### src/hw/rtl/gss_pkg.sv
// Shared constants, types and helper functions for the group-sum-then-sort block.
package gss_pkg;

  localparam int CAPACITY  = 32;
  localparam int KEY_BYTES = 19;
  localparam int KEY_SLOTS = 19;
  localparam int KEY_W     = 8 * KEY_SLOTS;
  localparam int KEY_A_W   = 64;
  localparam int KEY_B_W   = 64;
  localparam int KEY_C_W   = 24;
  localparam int TOT_W     = 32;
  localparam int ADDR_W    = (CAPACITY > 1) ? $clog2(CAPACITY) : 1;
  localparam int CNT_W     = $clog2(CAPACITY + 1);

  localparam logic REQ_ADD   = 1'b0;
  localparam logic REQ_FLUSH = 1'b1;

  typedef enum logic [1:0] {
    ST_IDLE,
    ST_SCAN,
    ST_SORT,
    ST_EMIT
  } state_t;

  typedef struct packed {
    logic [ADDR_W-1:0]       rd_addr;
    logic                    wr_en;
    logic [ADDR_W-1:0]       wr_addr;
    logic [KEY_W-1:0]        wr_key;
    logic signed [TOT_W-1:0] wr_total;
  } mem_req_t;

  typedef struct packed {
    logic [KEY_W-1:0]        key;
    logic signed [TOT_W-1:0] total;
  } mem_rd_t;

  function automatic logic signed [TOT_W-1:0] sat_add(input logic signed [TOT_W-1:0] x,
                                                      input logic signed [TOT_W-1:0] y);
    logic signed [TOT_W:0] s;
    s = {x[TOT_W-1], x} + {y[TOT_W-1], y};
    if (s[TOT_W] != s[TOT_W-1]) begin
      sat_add = s[TOT_W] ? {1'b1, {(TOT_W-1){1'b0}}} : {1'b0, {(TOT_W-1){1'b1}}};
    end else begin
      sat_add = s[TOT_W-1:0];
    end
  endfunction

  // Order by total, then by entry index so equal totals keep arrival order.
  function automatic logic rank_lt(input logic signed [TOT_W-1:0] ta,
                                   input logic [ADDR_W-1:0]       ia,
                                   input logic signed [TOT_W-1:0] tb,
                                   input logic [ADDR_W-1:0]       ib);
    rank_lt = (ta < tb) || ((ta == tb) && (ia < ib));
  endfunction

endpackage

### src/hw/rtl/gss_canon.sv
// Key canonicalization: zero every byte after the first zero byte or past the key length.
module gss_canon
  import gss_pkg::*;
(
  input  logic [KEY_A_W-1:0] key_a,
  input  logic [KEY_B_W-1:0] key_b,
  input  logic [KEY_C_W-1:0] key_c,
  output logic [KEY_W-1:0]   key
);

  logic [KEY_W-1:0] raw;

  assign raw = {key_a, key_b, key_c};

  always_comb begin
    logic alive;
    alive = 1'b1;
    key   = '0;
    for (int i = 0; i < KEY_SLOTS; i++) begin
      if (i >= KEY_BYTES) begin
        alive = 1'b0;
      end
      if (alive) begin
        key[KEY_W-1-8*i -: 8] = raw[KEY_W-1-8*i -: 8];
      end
      if (raw[KEY_W-1-8*i -: 8] == 8'd0) begin
        alive = 1'b0;
      end
    end
  end

endmodule

### config.mk
export PLATFORM = sky130hd
export DESIGN_NAME = gss_canon
export DESIGN_NICKNAME = d
export VERILOG_FILES = /design/src/hw/rtl/gss_pkg.sv /design/src/hw/rtl/gss_canon.sv
export SDC_FILE = /design/constraint.sdc
export NUM_CORES = 1
export LEC_CHECK = 0
export ABC_AREA = 1
export BUFFER_PORTS_ARGS = -buffer_cell sky130_fd_sc_hd__buf_2
export CAP_MARGIN = 15
export CORE_AREA = 2 2 117 119
export DETAILED_ROUTE_END_ITERATION = 12
export DIE_AREA = 0 0 119 121
export GPL_TIMING_DRIVEN = 0
export PLACE_DENSITY_LB_ADDON = 0.1
export SYNTH_ARGS = -nofsm -noshare
export SYNTH_HDL_FRONTEND = slang
export SYNTH_SLANG_ARGS = --single-unit
### constraint.sdc
create_clock -name vclk -period 2.4
set_input_delay 0.36 -clock vclk [all_inputs]
set_output_delay 0.36 -clock vclk [all_outputs]
set_load 0.02 [all_outputs]
* Word-level counts from Yosys, hierarchy flattened
Index checks and enable logic that the tools add are counted.
** Word-level totals
- Register bits after elaboration :: 0
- Input port bits :: 152
- Output and inout bits :: 152
- Word-level logic and storage cells :: 54
** Cells by class
- Muxes and demuxes :: 36
- Reductions and logical operators :: 18
** Operators with widths (number)
- $logic_not A8 Y1 :: 18
- $mux W8 :: 18
- $mux W1 :: 18

* Longest topological paths before layout
- Word-level depth :: 20
- Gate-level depth with buffers :: 14

* Worst setup path after synthesis
No wires, ideal clock.
- Path kind :: input to output
- From :: in key_a[56]
- To :: out key[10]
- Arrival :: 2165 ps
- Path slack :: -125 ps
- Cell stages on the path :: 14
- Path buffers :: 0
- Cells stage by stage :: inv_1 > nand2_1 > nor2_1 > nand2_2 > nand2_4 > nor2_8 > nand4_4 > nor2_4 > nand4_4 > nor2_4 > nand4_4 > nor2_4 > nand3_2 > nor2_1
** On the way
- Cells in the longest elaborated chain, start to end :: 19
** RTL lines
- from (decl) :: line gss_canon.sv:5 : input logic [KEY_A_W-1:0] key_a,
- $logic_not A8 Y1 :: line gss_canon.sv:26 : if (raw[KEY_W-1-8*i -: 8] == 8'd0) begin
- $mux W1 (17 in series) :: line gss_canon.sv:26
- $mux W8 :: line gss_canon.sv:23 : if (alive) begin
- to (decl) :: line gss_canon.sv:8 : output logic [KEY_W-1:0] key
Every way passes these cells.

* Worst setup path after layout
- From :: in key_a[60]
- To :: out key[6]
** On the way
- Cells in the longest elaborated chain, start to end :: 20
** RTL lines (line)
- $logic_not A8 Y1 :: gss_canon.sv:26
- $mux W1 (18 in series) :: gss_canon.sv:26
- $mux W8 :: gss_canon.sv:23
Every way passes these cells.

==> impl_metrics.json <==
{
  "status": "complete, but fails checks",
  "violations": "negative setup slack",
  "ios": 304,
  "slowest_delay_ns": 0.19,
  "syn_inst": 393,
  "routabilityCongestion": 0.757,
  "drc": 0,
  "grt_max_degree": 9,
  "min_path_type": "in -> out",
  "die_w_um": 119,
  "fin_util": 0.317,
  "design.die.area_um2": 14400,
  "holdWs_ns": 1.02,
  "syn-cell-area_um2": 1740,
  "finalWorstSetupSlack_ns": -0.140,
  "antenna_found_initial": 0,
  "seq_power_share": 0,
  "wl_per_cell_um": 10.6,
  "fmax_mhz": 394,
  "drt_pass1_iterations": 4,
  "ys_seq_area_frac": 0,
  "power_frac_comb": 1.000,
  "switchingPower_w": 0.000489,
  "grt_pass1_vias": 3008,
  "wl_um": 9440,
  "fin_cells": 889,
  "ys_types": 17,
  "vias": 3328,
  "grt_overflow_total": 0,
  "path_class": "in -> out",
  "core_um2": 13100,
  "clock_power_share": 0,
  "drive_gt1_frac": 0.572,
  "groute.usage.overall": 0.113,
  "dpl.cell_count": 873,
  "synth_warnings": 0,
  "yosysTopAreaCell": "inv_1",
  "n_antenna_cell": 0,
  "ir_drop_v": 0.0000843,
  "max_slew.worst_pin.slew_ns": 0.509,
  "relSlewSlack": 0.658,
  "holdBufCountCts": 0,
  "rsz0062_at_grt": "yes",
  "layout_commonest_cell": "buf_2",
  "pre_cts_ws_ns": -0.789,
  "synth_top_area_share": 0.337,
  "startpoint_type": "input port",
  "power_density_nw_per_um2": 208,
  "cp_common_cell": "nand4_4",
  "grt_pass1_wl_um": 13800,
  "critPathArrivalTime_ns": 2.18,
  "p_int_w": 0.000375,
  "worst_path_max_delay_cell": "nor2_4",
  "final_cell_mix": "buf_2 (247), inv_1 (143), nor2_1 (110)",
  "hold_viol": 0,
  "seq_cell_count": 0,
  "dp_hpwl_um": 8400,
  "port_buffers": 304,
  "avgSynthCellArea_um2": 4.42,
  "fill_cells": 1482,
  "initial_core_util": 0.133,
  "rows": 42,
  "p_leak_nw": 2.76,
  "die_h_um": 121,
  "period_needed_ns": 2.54,
  "area_delta_synth_final_pct": 139,
  "synth_fp_nets": 545,
  "vias_per_cell": 3.74,
  "cp.required_ns": 2.04,
  "multi_input_area_um2": 1320,
  "worstPathCellList": "buf_6 -> inv_2 -> nand2_2 -> nor2_2 -> nand2_2 -> nand2_4 -> nor2_8 -> nand4_4 -> nor2_4 -> nand4_4 -> nor2_4 -> nand4_4 -> nor2_4 -> nand4_4 -> buf_12 -> nor2_2 -> buf_4",
  "cp_max_fo": 8,
  "slew_violations": 0,
  "swShare": 0.566,
  "setup_viol": 48,
  "drt_iter0_markers": 72,
  "ys_top_cells_by_area": "inv_1 (34%), nor2_1 (31%), nor4_1 (7.2%)",
  "clock_buffers": 0,
  "min_period_over_period": 1.06,
  "seq_area_um2": 0,
  "drv_cap": 0,
  "ant_nets": 0,
  "nets": 867,
  "crit_path_end_kind": "output port"
}
==> worst paths after layout <==
kind / from / end / slack (ns) / cells after the start
hold / removal: key_a[58] / key[146] / 1.02 / 3
setup / recovery: key_a[60] / key[6] / -0.14 / 17
==> power by group through the flow <==
stage                     Combinational, W  Clock (W)  Sequential (W)
after global placement            0.000748          0               0
after floorplan                   0.000415          0               0
final                             0.000864          0               0
after CTS                         0.000813          0               0
after detailed placement          0.000745          0               0
after global routing              0.000933          0               0
==> worst max-delay path: cells and delay by family <==
family / cells / cell delay (ns)
simple gates: 13 / 1.39
buf+inv: 4 / 0.41
==> what timing repair did <==
item                                    4_1_cts  5_1_grt
pin swaps                                    17       21
setup buffers                                13        5
gates resized for setup                      65       81
endpoints found under the setup margin       64       64
hold endpoints to repair                      0        0
==> metal layers <==
layer	global-route usage	up-vias	routed length, um
met2	0.241	163	5380
met3	0.0155	4	722
li1	-	1735	-
met5	0	-	0
met4	0.00446	0	47
met1	0.122	1426	3290
==> through the flow <==
stage | setup TNS, ns | total power (W) | instance area [um2]
final | -3.45 | 0.000864 | 4150
after global routing | -14.97 | 0.000933 | 4150
after CTS | -15.73 | 0.000813 | 3870
after detailed placement | -32.05 | 0.000745 | 3560
after global placement | -29.58 | 0.000748 | 3560
after floorplan | -3.07 | 0.000415 | 1820
==> cell usage after synthesis <==
library cell	number
buf_4	8
inv_1	156
inv_2	3
nand2_1	23
nand2_2	3
nand2_4	1
nand3_1	5
nand3_2	1
nand4_1	7
nand4_4	4
nor2_1	144
nor2_2	8
nor2_4	3
nor2_8	1
nor3_1	5
nor4_1	20
or2_2	1
==> final cells by class <==
class	count	share of cell area
Buffer	8	0.0145
Inverter	159	0.145
Multi-Input combinational cell	226	0.318
Tap cell	176	0.0531
Timing Repair Buffer	320	0.470
==> kinds of logic (layout without fill, tap and decap cells) <==
family                 after synthesis  count (layout)  synth area share
AND/OR/NAND/NOR                    226             226             0.622
buffers and inverters              167             487             0.378
No activity file was read; power rests on OpenSTA's default activity.
