<file path="src/hw/rtl/gss_pkg.sv">
// Shared constants, types and helper functions for the group-sum-then-sort block.
package gss_pkg;

  localparam int CAPACITY  = 32;
  localparam int KEY_BYTES = 19;
  localparam int KEY_SLOTS = 19;
  localparam int KEY_W     = 8 * KEY_SLOTS;
  localparam int KEY_A_W   = 64;
  localparam int KEY_B_W   = 64;
  localparam int KEY_C_W   = 24;
  localparam int TOT_W     = 32;
  localparam int ADDR_W    = (CAPACITY > 1) ? $clog2(CAPACITY) : 1;
  localparam int CNT_W     = $clog2(CAPACITY + 1);

  localparam logic REQ_ADD   = 1'b0;
  localparam logic REQ_FLUSH = 1'b1;

  typedef enum logic [1:0] {
    ST_IDLE,
    ST_SCAN,
    ST_SORT,
    ST_EMIT
  } state_t;

  typedef struct packed {
    logic [ADDR_W-1:0]       rd_addr;
    logic                    wr_en;
    logic [ADDR_W-1:0]       wr_addr;
    logic [KEY_W-1:0]        wr_key;
    logic signed [TOT_W-1:0] wr_total;
  } mem_req_t;

  typedef struct packed {
    logic [KEY_W-1:0]        key;
    logic signed [TOT_W-1:0] total;
  } mem_rd_t;

  function automatic logic signed [TOT_W-1:0] sat_add(input logic signed [TOT_W-1:0] x,
                                                      input logic signed [TOT_W-1:0] y);
    logic signed [TOT_W:0] s;
    s = {x[TOT_W-1], x} + {y[TOT_W-1], y};
    if (s[TOT_W] != s[TOT_W-1]) begin
      sat_add = s[TOT_W] ? {1'b1, {(TOT_W-1){1'b0}}} : {1'b0, {(TOT_W-1){1'b1}}};
    end else begin
      sat_add = s[TOT_W-1:0];
    end
  endfunction

  // Order by total, then by entry index so equal totals keep arrival order.
  function automatic logic rank_lt(input logic signed [TOT_W-1:0] ta,
                                   input logic [ADDR_W-1:0]       ia,
                                   input logic signed [TOT_W-1:0] tb,
                                   input logic [ADDR_W-1:0]       ib);
    rank_lt = (ta < tb) || ((ta == tb) && (ia < ib));
  endfunction

endpackage

</file>
<file path="src/hw/rtl/gss_ctrl.sv">
// Sequencer: key search with saturating update, and selection sort over the stored totals.
module gss_ctrl
  import gss_pkg::*;
(
  input  logic                    clk,
  input  logic                    rst_n,
  input  logic                    start,
  output logic                    busy,
  input  logic                    req_type,
  input  logic [KEY_W-1:0]        canon_key,
  input  logic signed [TOT_W-1:0] amount,
  output mem_req_t                mem_req,
  input  mem_rd_t                 mem_rd,
  output logic                    out_valid,
  output logic [KEY_A_W-1:0]      out_key_a,
  output logic [KEY_B_W-1:0]      out_key_b,
  output logic [KEY_C_W-1:0]      out_key_c,
  output logic signed [TOT_W-1:0] out_total,
  output logic                    out_is_last,
  output logic                    out_overflowed
);

  state_t                  state_r, state_nxt;
  logic [CNT_W-1:0]        cnt_r, cnt_nxt;
  logic                    ovf_r, ovf_nxt;
  logic [KEY_W-1:0]        key_r, key_nxt;
  logic signed [TOT_W-1:0] amt_r, amt_nxt;
  logic [CNT_W-1:0]        idx_r, idx_nxt;
  logic                    chk_vld_r, chk_vld_nxt;
  logic [ADDR_W-1:0]       chk_idx_r, chk_idx_nxt;
  logic                    first_r, first_nxt;
  logic signed [TOT_W-1:0] prev_total_r, prev_total_nxt;
  logic [ADDR_W-1:0]       prev_idx_r, prev_idx_nxt;
  logic                    best_vld_r, best_vld_nxt;
  logic signed [TOT_W-1:0] best_total_r, best_total_nxt;
  logic [ADDR_W-1:0]       best_idx_r, best_idx_nxt;
  logic [CNT_W-1:0]        emitted_r, emitted_nxt;
  logic                    out_valid_r, out_valid_nxt;
  logic [KEY_W-1:0]        out_key_r, out_key_nxt;
  logic signed [TOT_W-1:0] out_total_r, out_total_nxt;
  logic                    out_last_r, out_last_nxt;
  logic                    out_ovf_r, out_ovf_nxt;

  logic accept;
  logic more;
  logic key_hit;
  logic cand_ok;
  logic cand_better;
  logic last_emit;

  assign busy      = (state_r != ST_IDLE);
  assign accept    = start && !busy;
  assign more      = (idx_r < cnt_r);
  assign key_hit   = chk_vld_r && (mem_rd.key == key_r);
  assign cand_ok   = first_r || rank_lt(prev_total_r, prev_idx_r, mem_rd.total, chk_idx_r);
  assign cand_better = !best_vld_r ||
                       rank_lt(mem_rd.total, chk_idx_r, best_total_r, best_idx_r);
  assign last_emit = (CNT_W'(emitted_r + CNT_W'(1)) == cnt_r);

  always_comb begin
    state_nxt      = state_r;
    cnt_nxt        = cnt_r;
    ovf_nxt        = ovf_r;
    key_nxt        = key_r;
    amt_nxt        = amt_r;
    idx_nxt        = idx_r;
    chk_vld_nxt    = chk_vld_r;
    chk_idx_nxt    = chk_idx_r;
    first_nxt      = first_r;
    prev_total_nxt = prev_total_r;
    prev_idx_nxt   = prev_idx_r;
    best_vld_nxt   = best_vld_r;
    best_total_nxt = best_total_r;
    best_idx_nxt   = best_idx_r;
    emitted_nxt    = emitted_r;
    out_valid_nxt  = 1'b0;
    out_key_nxt    = out_key_r;
    out_total_nxt  = out_total_r;
    out_last_nxt   = out_last_r;
    out_ovf_nxt    = out_ovf_r;

    mem_req.rd_addr  = idx_r[ADDR_W-1:0];
    mem_req.wr_en    = 1'b0;
    mem_req.wr_addr  = chk_idx_r;
    mem_req.wr_key   = key_r;
    mem_req.wr_total = amt_r;

    unique case (state_r)
      ST_IDLE: begin
        if (accept) begin
          idx_nxt     = '0;
          chk_vld_nxt = 1'b0;
          if (req_type == REQ_ADD) begin
            key_nxt   = canon_key;
            amt_nxt   = amount;
            state_nxt = ST_SCAN;
          end else if (cnt_r == '0) begin
            ovf_nxt = 1'b0;
          end else begin
            first_nxt    = 1'b1;
            best_vld_nxt = 1'b0;
            emitted_nxt  = '0;
            state_nxt    = ST_SORT;
          end
        end
      end

      ST_SCAN: begin
        if (key_hit) begin
          // Update in place and stop the search.
          mem_req.wr_en    = 1'b1;
          mem_req.wr_total = sat_add(mem_rd.total, amt_r);
          state_nxt        = ST_IDLE;
        end else if (more) begin
          idx_nxt     = CNT_W'(idx_r + CNT_W'(1));
          chk_vld_nxt = 1'b1;
          chk_idx_nxt = idx_r[ADDR_W-1:0];
        end else if (chk_vld_r) begin
          chk_vld_nxt = 1'b0;
        end else begin
          // No stored key matched: append or drop.
          if (cnt_r < CNT_W'(CAPACITY)) begin
            mem_req.wr_en   = 1'b1;
            mem_req.wr_addr = cnt_r[ADDR_W-1:0];
            cnt_nxt         = CNT_W'(cnt_r + CNT_W'(1));
          end else begin
            ovf_nxt = 1'b1;
          end
          state_nxt = ST_IDLE;
        end
      end

      ST_SORT: begin
        if (chk_vld_r && cand_ok && cand_better) begin
          best_vld_nxt   = 1'b1;
          best_total_nxt = mem_rd.total;
          best_idx_nxt   = chk_idx_r;
        end
        if (more) begin
          idx_nxt     = CNT_W'(idx_r + CNT_W'(1));
          chk_vld_nxt = 1'b1;
          chk_idx_nxt = idx_r[ADDR_W-1:0];
        end else if (chk_vld_r) begin
          chk_vld_nxt = 1'b0;
        end else begin
          // Pass complete: fetch the selected entry.
          mem_req.rd_addr = best_idx_r;
          state_nxt       = ST_EMIT;
        end
      end

      ST_EMIT: begin
        out_valid_nxt  = 1'b1;
        out_key_nxt    = mem_rd.key;
        out_total_nxt  = mem_rd.total;
        out_last_nxt   = last_emit;
        out_ovf_nxt    = ovf_r;
        prev_total_nxt = best_total_r;
        prev_idx_nxt   = best_idx_r;
        first_nxt      = 1'b0;
        emitted_nxt    = CNT_W'(emitted_r + CNT_W'(1));
        idx_nxt        = '0;
        chk_vld_nxt    = 1'b0;
        best_vld_nxt   = 1'b0;
        if (last_emit) begin
          cnt_nxt   = '0;
          ovf_nxt   = 1'b0;
          state_nxt = ST_IDLE;
        end else begin
          state_nxt = ST_SORT;
        end
      end

      default: begin
        state_nxt = ST_IDLE;
      end
    endcase
  end

  always_ff @(posedge clk) begin
    if (!rst_n) begin
      state_r     <= ST_IDLE;
      cnt_r       <= '0;
      ovf_r       <= 1'b0;
      out_valid_r <= 1'b0;
      chk_vld_r   <= 1'b0;
      best_vld_r  <= 1'b0;
      first_r     <= 1'b1;
      idx_r       <= '0;
      emitted_r   <= '0;
    end else begin
      state_r     <= state_nxt;
      cnt_r       <= cnt_nxt;
      ovf_r       <= ovf_nxt;
      out_valid_r <= out_valid_nxt;
      chk_vld_r   <= chk_vld_nxt;
      best_vld_r  <= best_vld_nxt;
      first_r     <= first_nxt;
      idx_r       <= idx_nxt;
      emitted_r   <= emitted_nxt;
    end
  end

  always_ff @(posedge clk) begin
    key_r        <= key_nxt;
    amt_r        <= amt_nxt;
    chk_idx_r    <= chk_idx_nxt;
    prev_total_r <= prev_total_nxt;
    prev_idx_r   <= prev_idx_nxt;
    best_total_r <= best_total_nxt;
    best_idx_r   <= best_idx_nxt;
    out_key_r    <= out_key_nxt;
    out_total_r  <= out_total_nxt;
    out_last_r   <= out_last_nxt;
    out_ovf_r    <= out_ovf_nxt;
  end

  assign out_valid      = out_valid_r;
  assign out_key_a      = out_key_r[KEY_W-1 -: KEY_A_W];
  assign out_key_b      = out_key_r[KEY_W-KEY_A_W-1 -: KEY_B_W];
  assign out_key_c      = out_key_r[KEY_C_W-1:0];
  assign out_total      = out_total_r;
  assign out_is_last    = out_last_r;
  assign out_overflowed = out_ovf_r;

endmodule

</file>
<file path="config.mk">
export PLATFORM = sky130hd
export DESIGN_NAME = gss_ctrl
export DESIGN_NICKNAME = d
export VERILOG_FILES = /design/src/hw/rtl/gss_pkg.sv /design/src/hw/rtl/gss_ctrl.sv
export SDC_FILE = /design/constraint.sdc
export NUM_CORES = 1
export LEC_CHECK = 0
export ABC_AREA = 1
export BUFFER_PORTS_ARGS = -buffer_cell sky130_fd_sc_hd__buf_2
export CAP_MARGIN = 10
export CORE_AREA = 2 2 291 293
export DETAILED_ROUTE_END_ITERATION = 10
export DIE_AREA = 0 0 293 295
export HOLD_SLACK_MARGIN = 0.06
export PLACE_DENSITY = 0.5
export SYNTH_ARGS = -nofsm -noshare
export SYNTH_HDL_FRONTEND = slang
export SYNTH_SLANG_ARGS = --single-unit
export TNS_END_PERCENT = 1
</file>
<file path="constraint.sdc">
create_clock -name clk -period 20.3 [get_ports clk]
set_clock_uncertainty 0.15 [all_clocks]
set_input_delay 3.045 -clock clk [delete_from_list [all_inputs] [get_ports clk]]
set_output_delay 3.045 -clock clk [all_outputs]
set_load 0.005 [all_outputs]
</file>
# Yosys cells after proc, flatten, opt, wreduce, memory -nomap -nowiden
# Cells that the tools add are included.
[totals]
reg_bits = 474
in_bits = 372
out_inout_bits = 383
[op_classes]
add_sub_neg = 4
order_cmp = 6
eq_ne = 24
mux = 63
bitwise_logic = 1
reduce_logical = 29
[ops]
columns = ["op", "count"]
rows = [
  ["== test 152 bit", 1],
  ["two-way mux 32 bit", 4],
  ["two-way mux 6 bit", 15],
  ["== test 32 bit", 2],
  ["less-than comparator 32 bit", 2],
  ["adder 32 x 32 -> 33 bit", 1],
  ["two-way mux 5 bit", 6],
  ["!= test 2 bit (second input constant)", 13],
  ["case mux 6 bit (2 select lines)", 2],
  ["case mux 6 bit (4 select lines)", 1],
  ["two-way mux 1 bit", 20],
  ["adder 6 x 1 -> 6 bit (second input constant)", 3],
  ["two-way mux 2 bit", 9],
  ["AND reduction 6 bit", 2],
  ["less-than comparator 5 bit", 2],
  ["case mux 5 bit (2 select lines)", 1],
  ["!= test 3 bit (second input constant)", 3],
  ["AND reduction 9 bit", 1],
  ["case mux 2 bit (4 select lines)", 1],
  ["nonzero test 2 bit", 4],
  ["== test 6 bit", 1],
  ["logical AND 1 bit", 6],
  ["zero test 6 bit", 1],
  ["less-than comparator 6 bit", 1],
  ["16 further kinds", 25],
]

# Depth between registers and ports, before layout
# Gate-level depths: netlist (run 1).
[logic_depth]
ltp_word = 8
ltp_mapped = 17

# Worst setup path before layout (run 1)
# Ideal clock, no wire load.
[synth_path]
path_kind = "input-to-reg"
from = "input req_type"
to = "register amt_r[0], enable pin"
arrival_ns = 10.802
required_time_ns = 19.419
slack_ns = 8.618
path_stages = 3
n_path_buf = 0
path_cell_list = "inv_1 -> nand2_1 -> nor2_1"
[synth_via]
elab_chain_len = 2
[synth_rtl]
columns = ["item", "line_no", "source"]
rows = [
  ["start, declared", "gss_ctrl.sv:9", "input logic req_type,"],
  ["NOT 1 bit (no line)", "--", ""],
  ["AND reduction 3 bit (no line)", "--", ""],
  ["end signal, assigned", "gss_ctrl.sv:206", "amt_r <= amt_nxt;"],
  ["end, declared", "gss_ctrl.sv:27", "logic signed [TOT_W-1:0] amt_r, amt_nxt;"],
]
# Every way passes these cells.
# A chain may end at the register's enable or synchronous reset.

==> key figures, run 1 <==
Drt
  • DRT Wirelength: 90,200 um
  • WL met2: 43,500 um
  • DR vias/cell: 4.41
  • Met1 wire length: 36,700 um
  • # DRC: 0
  • Average wire per standard cell: 22.1 um
  • Routed via count: 18.0k
  • Detailed Routing Iterations Pass 1: 6
  • DRT antenna net count: 0
  • Max Used Layer: met5
  • Drt initial violations: 1,080
  • DR WL met3: 6500 um

Power and ir drop
  • Peak supply drop: 0.0584 mV
  • Gate power share: 20.4%
  • Sw frac: 30.7%
  • Internal: 0.00202 W
  • Share of power burned in registers: 43.3%
  • Clock network power share: 36.3%
  • Power Density: 98.6 nW/um^2
  • LEAKAGE: 13.5 nW
  • Net Sw Power: 0.000896 W
  • Total power after layout: 0.00292 W

Placed design
  • Pre-CTS setup slack: 10.92 ns
  • Detail Placement HPWL: 74,200 um
  • Post-Place Cell Area: 27,700 sq um
  • # port buffers: 754
  • Gpl congestion: 0.942

Logic synthesis
  • Post-Syn Instances: 2,152
  • Sequential share of the synthesized area: 61.9%
  • FF+latch count, synth: 474
  • Netlist cell types: 49
  • Syn_nets: 2,642
  • Syn avg cell area: 10.5 sq um
  • Post-synth EDFFs: 449
  • Yosys warnings: 0
  • FFs w/ async S/R, synth: 0%
  • Synth Cell Area: 22,600 sq um
  • Top FF cell, synth: edfxtp_1

GRT
  • Antenna violations before repair: 22
  • First-pass GRT wire length: 125,000 um
  • Pin count of the biggest net entering global routing: 76
  • Vias in the first global route: 17.5k
  • GR Overflow Total: 0
  • Aggregate global-route resource usage: 20.2%

Layout
  • Fin nets: 3,448
  • Filler cells: 8,504
  • Most frequent cells in the layout: buf_2 (754), nand2_1 (552), edfxtp_1 (449)
  • Design Area, Final: 29,600 sq um
  • Share of post-route cells with drive strength above 1: 29.5%
  • Area growth syn-to-layout: 31.1%
  • Commonest non-fill, non-tap cell in the layout: buf_2

Clock tree
  • CTS Hold Bufs: 0
  • # clock sinks: 474
  • Clock root cell: clkbuf_16
  • CTS tree: yes
  • Post-CTS setup buffer count: 0
  • H-tree lvl count: 2
  • Resized cells post-CTS: 0
  • Clock Pin Slew Worst Setup and Hold Paths: 0.06 ns
  • Clock Path Buffers: 3
  • CTS Buf Count: 57
  • Clk_lat worst skew: 0.64 ns

STA
  • Final period util: 45.9%
  • Post-route setup slack: 10.98 ns
  • Final Hold Fails: 0
  • Setup violators final: 0
  • Final min period: 9.32 ns
  • Setup Total Neg Slack: 0 ns
  • Max-slew violation count: 0
  • Fmax: 107 MHz
  • RSZ-0062 raised after global routing: no
  • Slew HR: 21.1%
  • Worst-Margin Slew: 1.18 ns

Die
  • Core box area: 83,200 sq um
  • Core Rows: 106
  • Die height: 295 um
  • Initial cell density of the core: 27.2%
  • I/O pin count: 755
  • Die W: 293 um
  • Die Footprint: 86,400 sq um

Setup path
  • Worst reg2reg setup slack: 16.83 ns
  • FF-to-FF path depth: 6
  • CP required: 17.11 ns
  • Critical setup path kind: in -> out
  • Worst reg2reg path endpoint: key_r[24]$_DFFE_PP_
  • Startpoint Class: input port
  • Crit. End Element: primary output
  • Crit path DAT: 6.12 ns
  • Critical Path Source: mem_rd[0]
  • Worst r2r src: state_r[0]$_SDFFE_PN0P_
  • Max FO, Critical Path: 20

Run status
  • Outcome: complete, no violations

Hold path
  • Hold Crit Start: ovf_r$_SDFFE_PN0P_
  • Worst Hold Endpoint: out_overflowed$_DFFE_PP_
  • Worst Hold Class: reg -> reg
  • Hold path depth: 0

Flow run
  • Max-cap viol count: 0
layer usage:
layer  global-route usage [%]  vias to the layer above
met4                     7.25                       22
met2                     34.7                      671
met3                     5.16                      160
li1                         -                     8740
met5                        0                        -
met1                     24.5                     8439
worst max-delay path, cell delays in order:
cell       delay, ns
buf_2           0.16
ha_1            0.25
fa_1            0.41
nand3_1         0.10
nand2_1         0.10
nand2_1         0.08
nand3_1         0.13
nand2_1         0.09
nand2_1         0.13
nand2_1         0.11
nand3_2         0.11
nand2_2         0.17
nor2_4          0.06
nor2_2          0.80
a2bb2oi_1       0.17
buf_2           0.19
stage by stage:
| stage | hold WS (ns) | cells | utilization, % |
|---|---|---|---|
| floorplan | 0.253 | 2152 | - |
| global placement | 0.271 | 3979 | 33.3 |
| detailed placement | 0.276 | 3979 | 33.3 |
| CTS | 0.285 | 4084 | 35.6 |
| global route | 0.303 | 4087 | 35.6 |
| finish | 0.283 | 4090 | 35.6 |
final cells by class:
class                      count  area [sq um]  share of cell area [%]
sequential                   474         14000                    47.2
multi-input combinational   1285          7110                    24.0
clock inverter                34           419                    1.42
tap                         1080          1350                    4.56
timing repair buffer         761          3830                    12.9
antenna                        6          15.0                  0.0507
clock buffer                  71          1490                    5.03
inverter                     379          1420                    4.80
logic make-up (layout without fill, tap and decap cells):
kind of cell / after synthesis / count (layout) / share of synthesized area (%)
AND/OR/NAND/NOR: 870 / 870 / 15.7
XOR/XNOR: 83 / 83 / 3.22
flip-flops: 474 / 474 / 61.9
buffers and inverters: 393 / 1245 / 6.73
other: 0 / 6 / 0
adder cells (fa/ha/maj): 118 / 118 / 6.57
AO/OA/AOI/OAI: 214 / 214 / 5.84
cells in the mapped netlist, types with 2 or more instances:
cell       instances  area (sq um)
nand3_2            2          20.0
xor2_1            29           254
a21o_1             4          30.0
a21oi_1           86           430
nand4_1           31           194
nor2_1           181           679
nand2_2            4          25.0
nor4_1             2          12.5
edfxtp_1         449         13500
and3_1             2          12.5
nor3_1            14          70.1
dfxtp_1           25           500
inv_2              4          15.0
o21ai_0           64           320
clkbuf_1           6          22.5
inv_1            375          1410
a2bb2oi_2          8           120
o22ai_1            6          37.5
xnor2_1           54           473
buf_6              3          33.8
o21ai_1            3          15.0
nand3_1           59           295
ha_1             117          1460
o211ai_1           2          15.0
buf_4              3          22.5
o21a_1            10          75.1
a2bb2oi_1          7          61.3
nor2_2             4          25.0
nand3b_1           5          37.5
a21boi_2           4          45.0
a21boi_0           6          45.0
nand2_1          552          2070
or2_2             11          68.8
o21bai_1           5          37.5
worst max-delay path by stage:
stage / to / slack (ns) / depth (start not counted)
floorplan: amt_r[0]$_DFFE_PP_ / 8.62 / 3
global placement: mem_req[30] / 11.00 / 14
detailed placement: mem_req[3] / 10.92 / 14
CTS: mem_req[3] / 10.92 / 14
global route: mem_req[3] / 10.77 / 16
finish: mem_req[3] / 10.98 / 16
power by group through the flow:
stage	Sequential (W)	Combinational, W	Clock (W)
finish	0.00126	0.000595	0.00106
global placement	0.00128	0.000604	0
detailed placement	0.00128	0.000602	0
floorplan	0.00130	0.000313	0
CTS	0.00127	0.000605	0.00109
global route	0.00127	0.000663	0.00112
sequential cells by signal (all words and copies together) (netlist names), 2 cells and up:
register	cells
amt_r	32
best_idx_r	5
best_total_r	32
chk_idx_r	5
cnt_r	6
emitted_r	6
idx_r	6
key_r	152
out_key_r	152
out_total	32
prev_idx_r	5
prev_total_r	32
state_r	2
(Power assumes the default switching activity.)
==> inputs of run 2 (changes only) <==
--- a/config.mk
+++ b/config.mk
@@ -12,7 +12,7 @@
 export DETAILED_ROUTE_END_ITERATION = 10
 export DIE_AREA = 0 0 293 295
 export HOLD_SLACK_MARGIN = 0.06
-export PLACE_DENSITY = 0.5
+export PLACE_DENSITY = 0.52
 export SYNTH_ARGS = -nofsm -noshare
 export SYNTH_HDL_FRONTEND = slang
 export SYNTH_SLANG_ARGS = --single-unit
==> constraint.sdc (replaced) <==
create_clock -name clk -period 8.1 [get_ports clk]
set_clock_uncertainty 0.15 [all_clocks]
set_input_delay 1.215 -clock clk [delete_from_list [all_inputs] [get_ports clk]]
set_output_delay 1.215 -clock clk [all_outputs]
set_load 0.005 [all_outputs]
==> key figures, run 2 (same netlist as run 1, synthesis figures left out) <==
Clock tree
  • CTS tree: yes
  • Clk_lat worst skew: 0.62 ns (-0.02 ns)
  • CTS Buf Count: 58 (+1.8%)
  • H-tree lvl count: 2 (unchanged)
  • Clock Pin Slew Worst Setup and Hold Paths: 0.06 ns (about the same)
  • Resized cells post-CTS: 0 (unchanged)
  • Clock root cell: clkbuf_16
  • Clock Path Buffers: 3 (unchanged)
  • # clock sinks: 474 (unchanged)
  • Post-CTS setup buffer count: 0 (unchanged)
  • CTS Hold Bufs: 0 (unchanged)

STA
  • Setup violators final: 0 (unchanged)
  • Setup Total Neg Slack: 0 ns (unchanged)
  • Slew HR: 20.0% (-1.1 points)
  • Final period util: 69.3%
  • Worst-Margin Slew: 1.20 ns (+0.0171 ns)
  • Final Hold Fails: 0 (unchanged)
  • RSZ-0062 raised after global routing: no
  • Max-slew violation count: 0 (unchanged)
  • Final min period: 5.61 ns
  • Post-route setup slack: 2.49 ns (-8.49 ns)
  • Fmax: 178 MHz

Setup path
  • FF-to-FF path depth: 11 (+5)
  • Startpoint Class: input port
  • Critical setup path kind: in -> out
  • CP required: 6.73 ns (-10.38 ns)
  • Crit path DAT: 4.25 ns (-1.87 ns)
  • Worst reg2reg path endpoint: best_total_r[15]$_DFFE_PP_
  • Worst r2r src: best_total_r[13]$_DFFE_PP_
  • Crit. End Element: primary output
  • Max FO, Critical Path: 20 (unchanged)
  • Worst reg2reg setup slack: 5.12 ns (-11.71 ns)

Power and ir drop
  • Total power after layout: 0.00742 W (+150%)
  • Power Density: 250 nW/um^2 (+150%)
  • Peak supply drop: 0.183 mV (+210%)
  • LEAKAGE: 13.6 nW (+0.24%)

Die
  • Initial cell density of the core: 27.2% (unchanged)
  • I/O pin count: 755 (unchanged)
  • Die height: 295 um (unchanged)
  • Die Footprint: 86,400 sq um (unchanged)
  • Die W: 293 um (unchanged)
  • Core box area: 83,200 sq um (unchanged)
  • Core Rows: 106 (unchanged)

Flow run
  • Max-cap viol count: 0 (unchanged)

Layout
  • Area growth syn-to-layout: 31.5%
  • Most frequent cells in the layout: buf_2 (754), nand2_1 (552), edfxtp_1 (449)
  • Commonest non-fill, non-tap cell in the layout: buf_2
  • Share of post-route cells with drive strength above 1: 29.7% (+0.16 points)
  • Fin nets: 3,447 (-0.029%)
  • Filler cells: 8,520 (+0.19%)
  • Fin util: 35.7% (+0.12 points)
  • Final Non-Filler Cells: 4,095 (+0.12%)
  • Largest registers: key_r (152), out_key_r (152)

Run status
  • Outcome: complete, no violations

Drt
  • # DRC: 0 (unchanged)
  • Average wire per standard cell: 22.1 um (about the same)
  • Drt initial violations: 1,129 (+4.5%)
  • DR vias/cell: 4.40 (-0.24%)
  • DRT Wirelength: 90,400 um (+0.22%)
  • Routed via count: 18.0k (-0.12%)
  • DRT antenna net count: 0 (unchanged)
  • Detailed Routing Iterations Pass 1: 5 (-1)

GRT
  • GR Overflow Total: 0 (unchanged)
  • Vias in the first global route: 17.8k (+1.5%)
  • Pin count of the biggest net entering global routing: 148 (+95%)
  • First-pass GRT wire length: 124,000 um (-0.38%)
  • Aggregate global-route resource usage: 20.2% (-0.050 points)
  • Antenna violations before repair: 25 (+14%)

Placed design
  • # port buffers: 754 (unchanged)
  • Gpl congestion: 0.957 (+1.5%)
  • Detail Placement HPWL: 74,100 um (-0.14%)
  • Placed Instances: 3,977 (-0.050%)
  • Pre-CTS setup slack: 2.46 ns (-8.46 ns)

Hold path
  • Hold path depth: 0 (unchanged)
  • Hold Crit Start: ovf_r$_SDFFE_PN0P_
  • Worst Hold Class: reg -> reg
  • Worst Hold Endpoint: out_overflowed$_DFFE_PP_
-- run 2: cell count changes in the layout (fill, tap and decap cells not counted), sizes merged, moves of 2 or more --
cell,change
bufinv,+2
clkinvlp,+3
diode,+4
clkbuf,-4
buf,-2
-- run 2: worst max-delay path by stage --
stage,from,to,slack (ns),depth (start not counted)
floorplan,state_r[0]$_SDFFE_PN0P_,cnt_r[1]$_SDFFE_PN0P_,1.12,7
global placement,mem_rd[52],mem_req[3],2.50,14
detailed placement,mem_rd[54],mem_req[3],2.46,14
CTS,mem_rd[52],mem_req[3],2.45,14
global route,mem_rd[0],mem_req[7],2.24,16
finish,mem_rd[52],mem_req[3],2.49,14
-- run 2: final cells by class --
| class | count | area (sq um) | share of cell area, % |
|---|---|---|---|
| Tap cell | 1080 | 1350 | 4.55 |
| Clock inverter | 41 | 479 | 1.61 |
| Sequential cell | 474 | 14000 | 47.1 |
| Antenna cell | 10 | 25.0 | 0.0842 |
| Multi-Input combinational cell | 1285 | 7110 | 23.9 |
| Inverter | 379 | 1420 | 4.79 |
| Clock buffer | 67 | 1510 | 5.07 |
| Timing Repair Buffer | 759 | 3840 | 12.9 |
-- run 2: critical path, stage by stage --
cell and delay [ns]:
buf_2 0.12, inv_1 0.05, nand2_1 0.05, nand2_1 0.05, nand2_1 0.05, nor2_1 0.12
nand2_1 0.08, nor2_1 0.22, nand2_1 0.13, nor2_1 0.33, nand4_4 0.47, nor2_2 0.98
a2bb2oi_1 0.16, buf_2 0.19
-- run 2: through the flow --
step	hold WS [ns]	cell area [sq um]
after floorplan	0.253	22600
after global placement	0.266	27700
after detailed placement	0.268	27700
after CTS	0.293	29700
after global routing	0.301	29700
final	0.293	29700
-- run 2: report_power, final --
group	internal [W]	leakage [nW]	switching (W)
registers	0.00301	4.30	0.000156
logic	0.000504	8.31	0.000998
clock network	0.00165	0.962	0.00110
total	0.00516	13.6	0.00226
-- run 2: metal layers --
layer / GRT usage, % / routed length, um / share of wire (%) / up-vias
met1: 22.9 / 34600 / 38 / 8357
met2: 33.8 / 42600 / 47 / 711
met4: 8.99 / 4330 / 4.8 / 20
met3: 7.53 / 8760 / 9.7 / 177
met5: 0 / 136 / 0.15 / -
li1: - / - / - / 8746
==> inputs of run 3 (changes only) <==
--- a/config.mk
+++ b/config.mk
@@ -5,14 +5,14 @@
 export SDC_FILE = /design/constraint.sdc
 export NUM_CORES = 1
 export LEC_CHECK = 0
-export ABC_AREA = 1
+export ABC_AREA = 0
 export BUFFER_PORTS_ARGS = -buffer_cell sky130_fd_sc_hd__buf_2
 export CAP_MARGIN = 10
 export CORE_AREA = 2 2 291 293
 export DETAILED_ROUTE_END_ITERATION = 10
 export DIE_AREA = 0 0 293 295
 export HOLD_SLACK_MARGIN = 0.06
-export PLACE_DENSITY = 0.52
+export PLACE_DENSITY = 0.49
 export SYNTH_ARGS = -nofsm -noshare
 export SYNTH_HDL_FRONTEND = slang
 export SYNTH_SLANG_ARGS = --single-unit
==> constraint.sdc (replaced) <==
create_clock -name clk -period 5.65 [get_ports clk]
set_clock_uncertainty 0.15 [all_clocks]
set_input_delay 0.8475 -clock clk [delete_from_list [all_inputs] [get_ports clk]]
set_output_delay 0.8475 -clock clk [all_outputs]
set_load 0.005 [all_outputs]
==> key figures, run 3 <==
Power and ir drop
  • Clock network power share: 36.2% (-0.9 points)
  • Net Sw Power: 0.00317 W (+41%)
  • Power Density: 364 nW/um^2 (+46%)
  • Peak supply drop: 0.236 mV (+29%)
  • Internal: 0.00722 W (+40%)
  • Gate power share: 20.7% (+0.5 points)
  • LEAKAGE: 11.6 nW (-15%)
  • Share of power burned in registers: 43.1% (+0.4 points)
  • Sw frac: 30.5% (+0.13 points)

Setup path
  • Startpoint Class: flop
  • Critical-path cell list: ha_1 -> fa_1 -> a21oi_1 -> o211a_1 -> nor4_1 -> o21ai_0 -> a21oi_1 -> nor3_1 -> o311ai_0 -> maj3_1 -> o21ai_0 -> buf_2
  • Crit. End Element: primary output
  • Crit path DAT: 4.24 ns (about the same)
  • Worst reg2reg setup slack: 1.96 ns (-3.16 ns)
  • CP required: 4.65 ns (-2.08 ns)
  • Worst path max stage delay: 0.43 ns (-0.55 ns)
  • Crit path max-delay cell type: edfxtp_1
  • Critical setup path kind: reg -> out
  • Max FO, Critical Path: 3 (-85%)

Layout
  • Most frequent cells in the layout: buf_2 (754), edfxtp_1 (449), xnor2_1 (124)
  • Largest registers: key_r (152), out_key_r (152)
  • Design Area, Final: 28,600 sq um (-3.8%)
  • Fin nets: 2,823 (-18%)
  • Area growth syn-to-layout: 33.7%
  • Commonest non-fill, non-tap cell in the layout: buf_2
  • Share of post-route cells with drive strength above 1: 37.8% (+8.1 points)
  • Final Non-Filler Cells: 3,462 (-15%)

STA
  • Max-slew violation count: 0 (unchanged)
  • RSZ-0062 raised after global routing: no
  • Worst-Margin Slew: 0.954 ns (-0.246 ns)
  • Slew HR: 36.4% (+16 points)
  • Final Hold Fails: 0 (unchanged)
  • Final period util: 92.7%
  • WHS: 0.220 ns (-0.0722 ns)
  • Fmax: 191 MHz
  • Final min period: 5.24 ns
  • Setup violators final: 0 (unchanged)
  • Post-route setup slack: 0.414 ns (-2.08 ns)

GRT
  • First-pass GRT wire length: 132,000 um (+6.3%)
  • Antenna violations before repair: 28 (+12%)
  • Pin count of the biggest net entering global routing: 109 (-26%)
  • Aggregate global-route resource usage: 21.8% (+1.6 points)
  • GR Overflow Total: 0 (unchanged)
  • Vias in the first global route: 16.8k (-5.4%)

Logic synthesis
  • Syn_nets: 2,006 (-24%)
  • Yosys top cell by area: edfxtp_1
  • Post-Syn Instances: 1,516 (-30%)
  • FF+latch count, synth: 474 (unchanged)
  • Area share of the leading cell type in the synthesized netlist: 63.1% (+3.4 points)
  • Commonest cells post-synth: edfxtp_1 (449), xnor2_1 (124), ha_1 (117), inv_1 (104), a21oi_1 (80)
  • Top post-synthesis cells by area: edfxtp_1 (63%), ha_1 (6.9%), xnor2_1 (5.1%)
  • Post-Synth Adder-Cell Area: 7.37% (+0.80 points)
  • Cell with the most instances after synthesis: edfxtp_1
  • Sequential share of the synthesized area: 65.4% (+3.5 points)
  • Compound-Gate Fraction of Synth Area: 8.24% (+2.4 points)
  • Simple logic cell fraction of the synthesized area: 8.18% (-7.6 points)
  • Synth Cell Area: 21,400 sq um (-5.4%)
  • Post-synth EDFFs: 449 (unchanged)
  • Top FF cell, synth: edfxtp_1
  • Yosys warnings: 0 (unchanged)
  • Multiplexer area fraction after synthesis: 1.14% (+1.1 points)
  • Syn avg cell area: 14.1 sq um (+34%)
  • Post-synthesis xor/xnor area fraction: 7.38% (+4.2 points)
  • Netlist cell types: 69 (+41%)
  • Main combinational cell family by area after synthesis: compound AO/OA/AOI/OAI gates
  • FFs w/ async S/R, synth: 0% (unchanged)

Drt
  • Routed via count: 16.4k (-8.8%)
  • DR vias/cell: 4.75 (+7.9%)
  • # DRC: 0 (unchanged)
  • Average wire per standard cell: 28.2 um (+28%)
  • DRT antenna net count: 0 (unchanged)
  • Detailed Routing Iterations Pass 1: 5 (unchanged)
  • DRT Wirelength: 97,500 um (+7.9%)
  • Drt initial violations: 1,105 (-2.1%)

Clock tree
  • Clock root cell: clkbuf_16
  • Post-CTS setup buffer count: 0 (unchanged)
  • CTS Buf Count: 57 (-1.7%)
  • CTS Hold Bufs: 0 (unchanged)
  • Resized cells post-CTS: 0 (unchanged)
  • Clock Pin Slew Worst Setup and Hold Paths: 0.07 ns (about the same)
  • Clock Path Buffers: 3 (unchanged)
  • H-tree lvl count: 2 (unchanged)
  • Clk_lat worst skew: 0.65 ns (+0.03 ns)
  • CTS tree: yes
  • # clock sinks: 474 (unchanged)

Placed design
  • Placed Instances: 3,354 (-16%)
  • Gpl congestion: 0.972 (+1.6%)
  • # port buffers: 754 (unchanged)
  • Detail Placement HPWL: 81,500 um (+10%)
  • Post-Place Cell Area: 26,700 sq um (-3.7%)
  • Pre-CTS setup slack: 0.458 ns (-2.00 ns)

Die
  • Core box area: 83,200 sq um (unchanged)
  • I/O pin count: 755 (unchanged)
  • Initial cell density of the core: 25.7% (-1.5 points)
  • Die height: 295 um (unchanged)
  • Die Footprint: 86,400 sq um (unchanged)
  • Die W: 293 um (unchanged)
  • Core Rows: 106 (unchanged)

Hold path
  • Worst Hold Class: in -> reg

Run status
  • Outcome: complete, no violations

Flow run
  • Max-cap viol count: 0 (unchanged)
==> run 3: cell families after synthesis <==
| group | Yosys count |
|---|---|
| AO/OA/AOI/OAI | 272 |
| XOR/XNOR | 180 |
| adder cells (fa/ha/maj) | 127 |
| buffers and inverters | 126 |
| flip-flops | 474 |
| multiplexers | 22 |
| AND/OR/NAND/NOR | 315 |
==> run 3: metal layers <==
metal	track usage, %	share of wire [%]
met1	26.0	40
met2	37.3	49
met3	6.44	7.7
met4	7.60	3.8
met5	0	0.19
==> run 3: power groups by stage <==
| stage | Sequential [W] | Combinational (W) | Clock, W |
|---|---|---|---|
| 2_1_floorplan | 0.00456 | 0.00104 | 0 |
| 5_1_grt | 0.00450 | 0.00233 | 0.00397 |
| 6_report | 0.00447 | 0.00215 | 0.00377 |
| 4_1_cts | 0.00447 | 0.00217 | 0.00384 |
| 3_5_place_dp | 0.00454 | 0.00216 | 0 |
| 3_3_place_gp | 0.00454 | 0.00215 | 0 |
==> run 3: critical path, delay by kind of cell (launching register included) <==
family | cells | cell delay, ns
AO/OA/AOI/OAI | 6 | 1.54
adder cells (fa/ha/maj) | 3 | 1.08
flip-flops | 1 | 0.43
AND/OR/NAND/NOR | 2 | 0.37
buffers and inverters | 1 | 0.18
==> run 3: area by class of cell <==
cell class,instances,area (sq um)
Antenna cell,3,7.51
Clock buffer,64,1450
Clock inverter,41,442
Fill cell,8303,54600
Inverter,104,390
Multi-Input combinational cell,916,6920
Sequential cell,474,14000
Tap cell,1080,1350
Timing Repair Buffer,780,4030
==> run 3: final timing paths <==
check                               endpoint                  startpoint  cells after the start
hold reg to reg   prev_total_r[21]$_DFFE_PP_  best_total_r[21]$_DFFE_PP_                      0
hold / removal           key_r[44]$_DFFE_PP_               canon_key[44]                      1
setup / recovery                 mem_req[18]          amt_r[0]$_DFFE_PP_                     12
setup reg to reg  best_total_r[31]$_DFFE_PP_   best_total_r[1]$_DFFE_PP_                     12
==> run 3: through the flow <==
stage	TNS (ns)	total power (W)	util, %
3_5_place_dp	0	0.00670	32.1
2_1_floorplan	-54.08	0.00560	-
4_1_cts	0	0.0105	34.4
6_report	0	0.0104	34.4
5_1_grt	0	0.0108	34.4
3_3_place_gp	0	0.00670	32.1
